`config.mk`:
```
export PLATFORM = sky130hd
export DESIGN_NAME = joystick_differential_drive_mixer_core
export DESIGN_NICKNAME = d
export VERILOG_FILES = /design/src/jddm_pkg.sv /design/src/joystick_differential_drive_mixer_core.sv
export SDC_FILE = /design/constraint.sdc
export NUM_CORES = 2
export LEC_CHECK = 0
export BUFFER_PORTS_ARGS = -buffer_cell sky130_fd_sc_hd__buf_2
export CAP_MARGIN = 20
export CORE_ASPECT_RATIO = 1.25
export CORE_MARGIN = 8
export CORE_UTILIZATION = 25
export CTS_CLUSTER_DIAMETER = 30
export CTS_CLUSTER_SIZE = 14
export DETAILED_ROUTE_END_ITERATION = 12
export GPL_TIMING_DRIVEN = 0
export SYNTH_ARGS = -nofsm -noshare
export SYNTH_HDL_FRONTEND = slang
export SYNTH_SLANG_ARGS = --single-unit
```
`constraint.sdc`:
```
create_clock -name clk -period 10.8 [get_ports clk]
set_input_delay 0.54 -clock clk [delete_from_list [all_inputs] [get_ports clk]]
set_output_delay 0.54 -clock clk [all_outputs]
set_load 0.02 [all_outputs]
```
`src/jddm_pkg.sv`:
```
// jddm_pkg: shared constants, register codes and direction codes for the
// joystick differential-drive mixer core
// no dependencies
`timescale 1ns / 1ps

package jddm_pkg;

	// register and field widths
	localparam int CFG_BITS        = 12;
	localparam int SAMPLE_BITS_DEF = 12;
	localparam int CFG_IDX_BITS    = 3;
	localparam int VAL_BITS        = 13;

	// configuration register indexes
	typedef enum logic [CFG_IDX_BITS-1:0] {
		REG_CENTER_X   = 3'd0,
		REG_CENTER_Y   = 3'd1,
		REG_DEAD_ZONE  = 3'd2,
		REG_PWM_MAX    = 3'd3,
		REG_PWM_MIN    = 3'd4,
		REG_TURN_LIMIT = 3'd5
	} cfg_idx_t;

	// reset values of the configuration registers
	localparam logic [CFG_BITS-1:0] RST_CENTER_X   = 12'd2048;
	localparam logic [CFG_BITS-1:0] RST_CENTER_Y   = 12'd2048;
	localparam logic [CFG_BITS-1:0] RST_DEAD_ZONE  = 12'd100;
	localparam logic [CFG_BITS-1:0] RST_PWM_MAX    = 12'd1000;
	localparam logic [CFG_BITS-1:0] RST_PWM_MIN    = 12'd0;
	localparam logic [CFG_BITS-1:0] RST_TURN_LIMIT = 12'd300;

	// wheel direction codes
	typedef enum logic [1:0] {
		DIR_OFF = 2'd0,
		DIR_FWD = 2'd1,
		DIR_REV = 2'd2
	} dir_t;

	// axis scaling by 1/1000: divide by 8 with a shift, then reciprocal of 125 with one correction
	localparam int SCALE_DIV   = 1000;
	localparam int SCALE_SHIFT = 3;
	localparam int SCALE_ODD   = SCALE_DIV / (1 << SCALE_SHIFT);
	localparam int P8_BITS     = 19;
	localparam int RECIP_SHIFT = 19;
	localparam int RECIP       = (1 << RECIP_SHIFT) / SCALE_ODD;
	localparam int Q0_BITS     = 13;
	localparam int PROD_BITS   = 32;
	localparam int REM_BITS    = 20;
	// products at or above this always saturate the mapped value
	localparam int BIG_LIMIT   = (1 << CFG_BITS) * SCALE_DIV;

endpackage

```
`src/joystick_differential_drive_mixer_core.sv`:
```
// joystick_differential_drive_mixer_core: pipelined arcade-drive mixer, from raw
// joystick samples to wheel direction and duty
// depends on jddm_pkg
//
//  channel | signals                                    | direction
//  --------+--------------------------------------------+----------
//  in      | in_valid, in_ready, sample_x, sample_y      | to block
//  out     | out_valid, out_ready, speed, turn,          | from block
//          | left_dir, left_duty, right_dir, right_duty, |
//          | stopped                                     |
//  cfg     | cfg_valid, cfg_ready, cfg_index, cfg_data   | to block
//
// one item per cycle while the output is not stalled; CFG_BITS + 7 register stages,
// among them the turn divider, which resolves one quotient bit per pipeline stage
// reset clears all stage valid bits and loads the register reset values
// a stall holds only stages that are full: an empty stage still takes an item,
// so a new item is taken while a finished result waits at the output
`timescale 1ns / 1ps

module joystick_differential_drive_mixer_core #(
	parameter int SAMPLE_BITS = jddm_pkg::SAMPLE_BITS_DEF
) (
	input  logic                                  clk,
	input  logic                                  arst_n,
	// input samples
	input  logic                                  in_valid,
	output logic                                  in_ready,
	input  logic [SAMPLE_BITS-1:0]                sample_x,
	input  logic [SAMPLE_BITS-1:0]                sample_y,
	// results
	output logic                                  out_valid,
	input  logic                                  out_ready,
	output logic signed [jddm_pkg::VAL_BITS-1:0]  speed,
	output logic signed [jddm_pkg::VAL_BITS-1:0]  turn,
	output logic [1:0]                            left_dir,
	output logic [jddm_pkg::CFG_BITS-1:0]         left_duty,
	output logic [1:0]                            right_dir,
	output logic [jddm_pkg::CFG_BITS-1:0]         right_duty,
	output logic                                  stopped,
	// configuration writes
	input  logic                                  cfg_valid,
	output logic                                  cfg_ready,
	input  logic [jddm_pkg::CFG_IDX_BITS-1:0]     cfg_index,
	input  logic [jddm_pkg::CFG_BITS-1:0]         cfg_data
);

	localparam int CB        = jddm_pkg::CFG_BITS;
	localparam int VB        = jddm_pkg::VAL_BITS;
	localparam int MW        = (SAMPLE_BITS > CB) ? SAMPLE_BITS : CB;
	localparam int PW        = MW + CB;
	localparam int DIV_STEPS = CB;
	localparam int ST_S4     = 3;
	localparam int ST_S5     = 4;
	localparam int ST_DIV0   = 5;
	localparam int ST_MIX    = ST_DIV0 + DIV_STEPS;
	localparam int ST_OUT    = ST_MIX + 1;
	localparam int NS        = ST_OUT + 1;

	typedef struct packed {
		logic [CB-1:0]        rem;
		logic [CB-1:0]        lo;
		logic [CB-1:0]        quo;
		logic [CB-1:0]        dvs;
		logic                 lim;
		logic                 yneg;
		logic signed [VB-1:0] x;
		logic signed [VB-1:0] y;
		logic                 halt;
	} div_t;

	typedef struct packed {
		jddm_pkg::dir_t dir;
		logic [CB-1:0]  duty;
	} whl_t;

	// clamp one wheel value and split it into direction and duty
	function automatic whl_t wheel(input logic signed [VB-1:0] x,
		input logic signed [VB:0] v, input logic [CB-1:0] top);
		logic signed [VB:0] c;
		logic signed [VB:0] tp;
		logic [VB:0]        m;
		whl_t               w;
		c = v;
		if (x > 0 && v < 0) c = '0;
		if (x < 0 && v > 0) c = '0;
		tp = $signed({2'b00, top});
		if (c > tp) c = tp;
		if (c < -tp) c = -tp;
		m = c[VB] ? (VB+1)'(-c) : (VB+1)'(c);
		w.dir  = (c > 0) ? jddm_pkg::DIR_FWD : ((c < 0) ? jddm_pkg::DIR_REV : jddm_pkg::DIR_OFF);
		w.duty = m[CB-1:0];
		return w;
	endfunction

	// configuration registers
	logic [CB-1:0] center_x_q, center_y_q, dead_zone_q, pwm_max_q, pwm_min_q, turn_limit_q;

	assign cfg_ready = 1'b1;

	always_ff @(posedge clk or negedge arst_n) begin
		if (!arst_n) begin
			center_x_q   <= jddm_pkg::RST_CENTER_X;
			center_y_q   <= jddm_pkg::RST_CENTER_Y;
			dead_zone_q  <= jddm_pkg::RST_DEAD_ZONE;
			pwm_max_q    <= jddm_pkg::RST_PWM_MAX;
			pwm_min_q    <= jddm_pkg::RST_PWM_MIN;
			turn_limit_q <= jddm_pkg::RST_TURN_LIMIT;
		end else if (cfg_valid && cfg_ready) begin
			case (cfg_index)
				jddm_pkg::REG_CENTER_X:   center_x_q   <= cfg_data;
				jddm_pkg::REG_CENTER_Y:   center_y_q   <= cfg_data;
				jddm_pkg::REG_DEAD_ZONE:  dead_zone_q  <= cfg_data;
				jddm_pkg::REG_PWM_MAX:    pwm_max_q    <= cfg_data;
				jddm_pkg::REG_PWM_MIN:    pwm_min_q    <= cfg_data;
				jddm_pkg::REG_TURN_LIMIT: turn_limit_q <= cfg_data;
				default: ;
			endcase
		end
	end

	// stage valid bits and backward ready chain
	logic [NS-1:0] stg_vld_q;
	logic [NS-1:0] stg_rdy;

	always_comb begin
		stg_rdy[NS-1] = !stg_vld_q[NS-1] || out_ready;
		for (int k = NS - 2; k >= 0; k--) begin
			stg_rdy[k] = !stg_vld_q[k] || stg_rdy[k+1];
		end
	end

	assign in_ready  = stg_rdy[0];
	assign out_valid = stg_vld_q[NS-1];

	always_ff @(posedge clk or negedge arst_n) begin
		if (!arst_n) begin
			stg_vld_q <= '0;
		end else begin
			if (stg_rdy[0]) stg_vld_q[0] <= in_valid;
			for (int k = 1; k < NS; k++) begin
				if (stg_rdy[k]) stg_vld_q[k] <= stg_vld_q[k-1];
			end
		end
	end

	// axis lanes, stages 1 to 4: centre, dead zone, scale, lift and clamp
	logic [MW-1:0]                    mag_s1 [2];
	logic                             neg_s1 [2];
	logic                             dz_s1  [2];
	logic [PW-1:0]                    prod_s2 [2];
	logic                             neg_s2 [2];
	logic                             dz_s2  [2];
	logic [jddm_pkg::P8_BITS-1:0]     p8_s3  [2];
	logic [jddm_pkg::Q0_BITS-1:0]     q0_s3  [2];
	logic                             big_s3 [2];
	logic                             neg_s3 [2];
	logic                             dz_s3  [2];
	logic signed [VB-1:0]             ax_s4  [2];

	for (genvar a = 0; a < 2; a++) begin : g_axis
		logic [SAMPLE_BITS-1:0]        smp;
		logic [CB-1:0]                 ctr;
		logic signed [MW:0]            gap;
		logic [MW:0]                   gap_neg;
		logic [MW-1:0]                 mag;
		logic [jddm_pkg::P8_BITS-1:0]  p8;
		logic [jddm_pkg::PROD_BITS-1:0] rp;
		logic [jddm_pkg::REM_BITS-1:0] q0m;
		logic [jddm_pkg::REM_BITS-1:0] rdiff;
		logic [CB-1:0]                 qv;
		logic [CB-1:0]                 q;
		logic [CB-1:0]                 lifted;
		logic [CB-1:0]                 clamped;
		logic [CB-1:0]                 v;

		assign smp = (a == 0) ? sample_x : sample_y;
		assign ctr = (a == 0) ? center_x_q : center_y_q;

		// stage 1: signed gap from centre and dead-zone test
		always_comb begin
			gap     = $signed({1'b0, MW'(smp)}) - $signed({1'b0, MW'(ctr)});
			gap_neg = (MW+1)'(-gap);
			mag     = gap[MW] ? gap_neg[MW-1:0] : gap[MW-1:0];
		end

		always_ff @(posedge clk) begin
			if (stg_rdy[0]) begin
				mag_s1[a] <= mag;
				neg_s1[a] <= gap[MW];
				dz_s1[a]  <= mag < MW'(dead_zone_q);
			end
		end

		// stage 2: magnitude times full scale
		always_ff @(posedge clk) begin
			if (stg_rdy[1]) begin
				prod_s2[a] <= PW'(mag_s1[a]) * PW'(pwm_max_q);
				neg_s2[a]  <= neg_s1[a];
				dz_s2[a]   <= dz_s1[a];
			end
		end

		// stage 3: divide by 8, estimate the quotient by 125 with a reciprocal
		always_comb begin
			p8 = prod_s2[a][jddm_pkg::SCALE_SHIFT+jddm_pkg::P8_BITS-1:jddm_pkg::SCALE_SHIFT];
			rp = jddm_pkg::PROD_BITS'(p8) * jddm_pkg::PROD_BITS'(jddm_pkg::RECIP);
		end

		always_ff @(posedge clk) begin
			if (stg_rdy[2]) begin
				p8_s3[a]  <= p8;
				q0_s3[a]  <= rp[jddm_pkg::RECIP_SHIFT+jddm_pkg::Q0_BITS-1:jddm_pkg::RECIP_SHIFT];
				big_s3[a] <= prod_s2[a] >= PW'(jddm_pkg::BIG_LIMIT);
				neg_s3[a] <= neg_s2[a];
				dz_s3[a]  <= dz_s2[a];
			end
		end

		// stage 4: correct the estimate, lift to pwm_min, clamp, negate
		always_comb begin
			q0m     = jddm_pkg::REM_BITS'(q0_s3[a]) * jddm_pkg::REM_BITS'(jddm_pkg::SCALE_ODD);
			rdiff   = jddm_pkg::REM_BITS'(p8_s3[a]) - q0m;
			qv      = q0_s3[a][CB-1:0] + CB'(rdiff >= jddm_pkg::REM_BITS'(jddm_pkg::SCALE_ODD));
			q       = big_s3[a] ? '1 : qv;
			lifted  = (q != '0 && q < pwm_min_q) ? pwm_min_q : q;
			clamped = (lifted > pwm_max_q) ? pwm_max_q : lifted;
			v       = dz_s3[a] ? '0 : clamped;
		end

		always_ff @(posedge clk) begin
			if (stg_rdy[ST_S4]) begin
				ax_s4[a] <= neg_s3[a] ? $signed({1'b0, v}) : -$signed({1'b0, v});
			end
		end
	end

	// stage 5: magnitudes, turn limit test and divider numerator
	div_t                 dv_s5;
	logic [CB-1:0]        absx, absy;
	logic [2*CB-1:0]      num;
	logic [VB-1:0]        negx, negy;

	always_comb begin
		negx = VB'(-ax_s4[0]);
		negy = VB'(-ax_s4[1]);
		absx = ax_s4[0][VB-1] ? negx[CB-1:0] : ax_s4[0][CB-1:0];
		absy = ax_s4[1][VB-1] ? negy[CB-1:0] : ax_s4[1][CB-1:0];
		num  = (2*CB)'(absy) * (2*CB)'(turn_limit_q);
	end

	always_ff @(posedge clk) begin
		if (stg_rdy[ST_S5]) begin
			dv_s5.rem  <= num[2*CB-1:CB];
			dv_s5.lo   <= num[CB-1:0];
			dv_s5.quo  <= '0;
			dv_s5.dvs  <= absx;
			dv_s5.lim  <= absx > turn_limit_q;
			dv_s5.yneg <= ax_s4[1][VB-1];
			dv_s5.x    <= ax_s4[0];
			dv_s5.y    <= ax_s4[1];
			dv_s5.halt <= (ax_s4[0] == '0) && (ax_s4[1] == '0);
		end
	end

	// turn divider: one restoring step per stage, quotient bit by bit
	div_t dv_sd [DIV_STEPS];

	for (genvar j = 0; j < DIV_STEPS; j++) begin : g_div
		div_t        src;
		div_t        nxt;
		logic [CB:0] sh;
		logic [CB:0] diff;
		logic        ge;

		if (j == 0) begin : g_first
			assign src = dv_s5;
		end else begin : g_next
			assign src = dv_sd[j-1];
		end

		always_comb begin
			sh   = {src.rem, src.lo[DIV_STEPS-1-j]};
			diff = sh - {1'b0, src.dvs};
			ge   = sh >= {1'b0, src.dvs};
			nxt  = src;
			nxt.rem = ge ? diff[CB-1:0] : sh[CB-1:0];
			nxt.quo[DIV_STEPS-1-j] = ge;
		end

		always_ff @(posedge clk) begin
			if (stg_rdy[ST_DIV0+j]) dv_sd[j] <= nxt;
		end
	end

	// mix stage: limited turn, left and right sums
	logic signed [VB-1:0] x_s18, y_s18;
	logic signed [VB:0]   left_s18, right_s18;
	logic                 halt_s18;
	div_t                 dv_last;
	logic signed [VB-1:0] yq, yf;

	always_comb begin
		dv_last = dv_sd[DIV_STEPS-1];
		yq      = $signed({1'b0, dv_last.quo});
		yf      = dv_last.lim ? (dv_last.yneg ? -yq : yq) : dv_last.y;
	end

	always_ff @(posedge clk) begin
		if (stg_rdy[ST_MIX]) begin
			x_s18     <= dv_last.x;
			y_s18     <= yf;
			left_s18  <= $signed({dv_last.x[VB-1], dv_last.x}) + $signed({yf[VB-1], yf});
			right_s18 <= $signed({dv_last.x[VB-1], dv_last.x}) - $signed({yf[VB-1], yf});
			halt_s18  <= dv_last.halt;
		end
	end

	// output stage: travel-direction guard, clamp, direction and duty
	whl_t                 lw, rw;
	logic signed [VB-1:0] speed_s19, turn_s19;
	whl_t                 left_s19, right_s19;
	logic                 stop_s19;

	assign lw = wheel(x_s18, left_s18, pwm_max_q);
	assign rw = wheel(x_s18, right_s18, pwm_max_q);

	always_ff @(posedge clk) begin
		if (stg_rdy[ST_OUT]) begin
			speed_s19 <= x_s18;
			turn_s19  <= y_s18;
			left_s19  <= lw;
			right_s19 <= rw;
			stop_s19  <= halt_s18;
		end
	end

	assign speed      = speed_s19;
	assign turn       = turn_s19;
	assign left_dir   = left_s19.dir;
	assign left_duty  = left_s19.duty;
	assign right_dir  = right_s19.dir;
	assign right_duty = right_s19.duty;
	assign stopped    = stop_s19;

`ifndef SYNTHESIS
	// stopped items carry a zero speed
	a_stop_speed: assert property (@(posedge clk) disable iff (!arst_n)
		out_valid && stopped |-> speed == '0)
		else $error("stopped item with nonzero speed");

	// forward travel never drives a wheel in reverse
	a_fwd_guard: assert property (@(posedge clk) disable iff (!arst_n)
		out_valid && !speed[VB-1] && speed != '0 |->
		left_dir != jddm_pkg::DIR_REV && right_dir != jddm_pkg::DIR_REV)
		else $error("wheel reverses against forward travel");

	// a full mix stage that cannot move keeps its item
	a_mix_hold: assert property (@(posedge clk) disable iff (!arst_n)
		stg_vld_q[ST_MIX] && !stg_rdy[ST_MIX] |=> stg_vld_q[ST_MIX])
		else $error("mix stage item lost during stall");

	// input backpressure only when the output is stalled
	a_in_stall: assert property (@(posedge clk) disable iff (!arst_n)
		!in_ready |-> out_valid && !out_ready)
		else $error("input refused while output is free");
`endif

endmodule

```
==> flow_summary.ini <==
[detailed_routing]
drt_wl_total_microns = 181200
drt_iter0_markers = 2792
drc = 0
num_vias = 50320
highest_layer = met5
wl_met3_microns = 9896
post_drt_via_cell_ratio = 4.354
ant_nets = 0
route.detailed.wl_per_inst_microns = 15.68
route.met2.wl_microns = 87360
wl_met1_microns = 76030
drt_pass1_iterations = 7

[timing]
drv_slew = 0
min_period_ps = 10520
period_share_pct = 97.41
final_hold_viol_count = 0
skew_ps = 126.1
tightest_slew_ps = 1232
relSlewSlack_pct = 17.58
hold_slack_ps = 126.5
max_freq_mhz = 95.06
finalSetupViolCount = 0

[yosys]
ys_top_cells_by_count = inv_1, edfxtp_1, ha_1
syn_area_per_cell_sq_um = 11.61
synth_area_sq_um = 78330
synth_top_area_share_pct = 41.44
synth-edff-count = 1081
yosys_most_used_dff = edfxtp_1
ys_ff_latch = 1172
ys_top_cells_by_area = edfxtp_1, ha_1, fa_1, inv_1, nand2_1
synth_warnings = 0
yosysSeqAreaShare_pct = 44.37
syn_inst = 6747
synthArstFlopShare_pct = 7.765
yosysMostFrequentCell = inv_1
syn_nets = 8134
yosysTopAreaCell = edfxtp_1
yosysUniqueCellTypes = 88

[clock_network]
cts_buffer_depth = 4
numCtsBuffers = 231
cts_max_level = 4
cts_root_buf = clkbuf_16
clk_pin_slew_ps = 50
insertion_delay_ps = 880
cts_sinks = 1172
cts_tree = yes

[placement]
numPortBuffers = 100
placed_area_sq_um = 84650
hpwl_microns = 142800
gp_congestion = 0.9128

[floorplan]
dieArea_sq_um = 331600
core-area_sq_um = 312800
top_level_ports = 102
die_h_microns = 641.8
initial_core_util_pct = 25.04
rows = 230
die_w_microns = 516.6

[final_layout]
areaGrowthSynthToFinish_pct = 19.37
multi_input_area_sq_um = 39260
nets = 8575
fillers = 31590
regArea_sq_um = 34760
drive_above_1_share_pct = 12.21
final_area_sq_um = 93500

[hold_path]
hp-class = in -> reg

[setup_path]
worstSetupStartpointType = flop
crit_arrival_ps = 11070
cp.required_ps = 11350
cp_slowest_stage_delay_ps = 550
criticalPathCategory = reg -> reg
worstPathMaxFanout = 10
cp_common_cell = fa_1
slowest_stage = fa_1
end_kind = flop

[global_routing]
grt_pass1_vias = 53330
grt_pass1_wl_microns = 286400
grt_max_degree = 67
antenna_found_initial = 9
overflow = 0
grt.total_usage_pct = 10.66

[status]
status = completed

[job]
max_cap_viol_count = 0
-- logic make-up after synthesis --
family,Yosys count,synth area share (%)
flip-flops,1172,44.37
buffers and inverters,1251,6.024
adder cells (fa/ha/maj),1343,26.12
AND/OR/NAND/NOR,1533,9.460
AO/OA/AOI/OAI,928,7.612
other,1,0.004788
multiplexers,215,3.006
XOR/XNOR,304,3.399
-- through the flow --
| step | utilization [%] | std cells | TNS (ps) | setup slack, ps |
|---|---|---|---|---|
| 4_1_cts | 29.72 | 11520 | 0 | 13.18 |
| 3_3_place_gp | 26.87 | 11020 | -149260 | -1899 |
| 6_report | 29.89 | 11560 | 0 | 280.2 |
| 3_5_place_dp | 27.06 | 11050 | -36630 | -2078 |
| 5_1_grt | 29.89 | 11560 | -136.3 | -37.31 |
| 2_1_floorplan | - | 6747 | 0 | 48.31 |
-- state kept, by name, summed over array words and instances (netlist names), 14 cells and up --
signal,count
p8_s3,38
left_s18,14
stg_vld_q,19
dv_sd,733
mag_s1,24
q0_s3,26
prod_s2,48
dv_s5,63
ax_s4,26
-- worst paths after layout --
check                              from       endpoint  slack (ps)  cells after the start
setup / recovery            q0_s3[0][2]    ax_s4[0][8]         280                     44
hold / removal              cfg_data[6]   pwm_min_q[6]         130                      3
setup reg to reg            q0_s3[0][2]    ax_s4[0][8]         280                     44
hold reg to reg            dv_sd[1][51]  dv_sd[1][128]         340                      0
max in group asynchronous        arst_n   pwm_max_q[8]        9760                      3
min in group asynchronous        arst_n  center_x_q[6]         260                      2
-- worst max-delay path, delay by kind of cell, from the launching register on --
kind | cells | cell delay (ps)
and+or+nand+nor | 9 | 1600
DFF | 1 | 390
xor gates and xnor gates | 2 | 230
adders and majority gates | 8 | 3130
AOI/OAI and AO/OA | 15 | 3690
buffers and inverters | 10 | 1200
-- per-layer routing --
metal	vias up	track usage, %
met1	24620	12.87
met4	4	4.456
met5	-	0
met3	451	2.070
met2	1181	18.50
li1	24070	-
-- cell usage in the layout, fill, tap and decap left out, drive strengths merged, types with 21 or more instances in the layout --
master | synthesis | final
or3 | 23 | 23
nand3 | 69 | 69
mux2 | 162 | 162
or2 | 28 | 28
buf | 12 | 218
mux2i | 53 | 53
dfrtp | 76 | 76
a21oi | 226 | 226
xnor2 | 233 | 233
nand2b | 60 | 60
a31oi | 37 | 37
o21ai | 243 | 243
nor3 | 83 | 83
clkinvlp | 0 | 33
edfxtp | 1081 | 1081
a211oi | 45 | 45
fa | 487 | 487
nor2 | 298 | 298
ha | 856 | 856
o31a | 21 | 21
xor2 | 71 | 71
nor2b | 78 | 78
clkbuf | 141 | 396
a21o | 59 | 59
clkinv | 1 | 86
o21a | 62 | 62
inv | 1097 | 1115
and2 | 166 | 166
a21boi | 36 | 36
nand2 | 553 | 553
and3 | 23 | 23
bufinv | 0 | 31
o31ai | 38 | 38
o21bai | 31 | 31
nor4 | 42 | 42
nand4 | 59 | 59
-- layout make-up --
cell class	count	share of cell area (%)
Clock buffer	257	6.354
Buffer	151	0.6651
Inverter	1098	4.426
Tap cell	4176	5.588
Antenna cell	3	0.008029
Clock inverter	167	2.011
Timing Repair Buffer	210	1.788
Sequential cell	1172	37.17
Multi-Input combinational cell	4324	41.99
-- repair_timing --
action                                  CTS  global route
cloned                                    0             2
pin swaps                                21            35
buffers inserted                         39            36
hold buffers                              2             0
resized for setup                        53            60
endpoints found under the setup margin   26            23
endpoints found under the hold margin    28             0
Power is not shown: default switching activity piles up to over one toggle a cycle in this logic, so the estimate is an artifact.
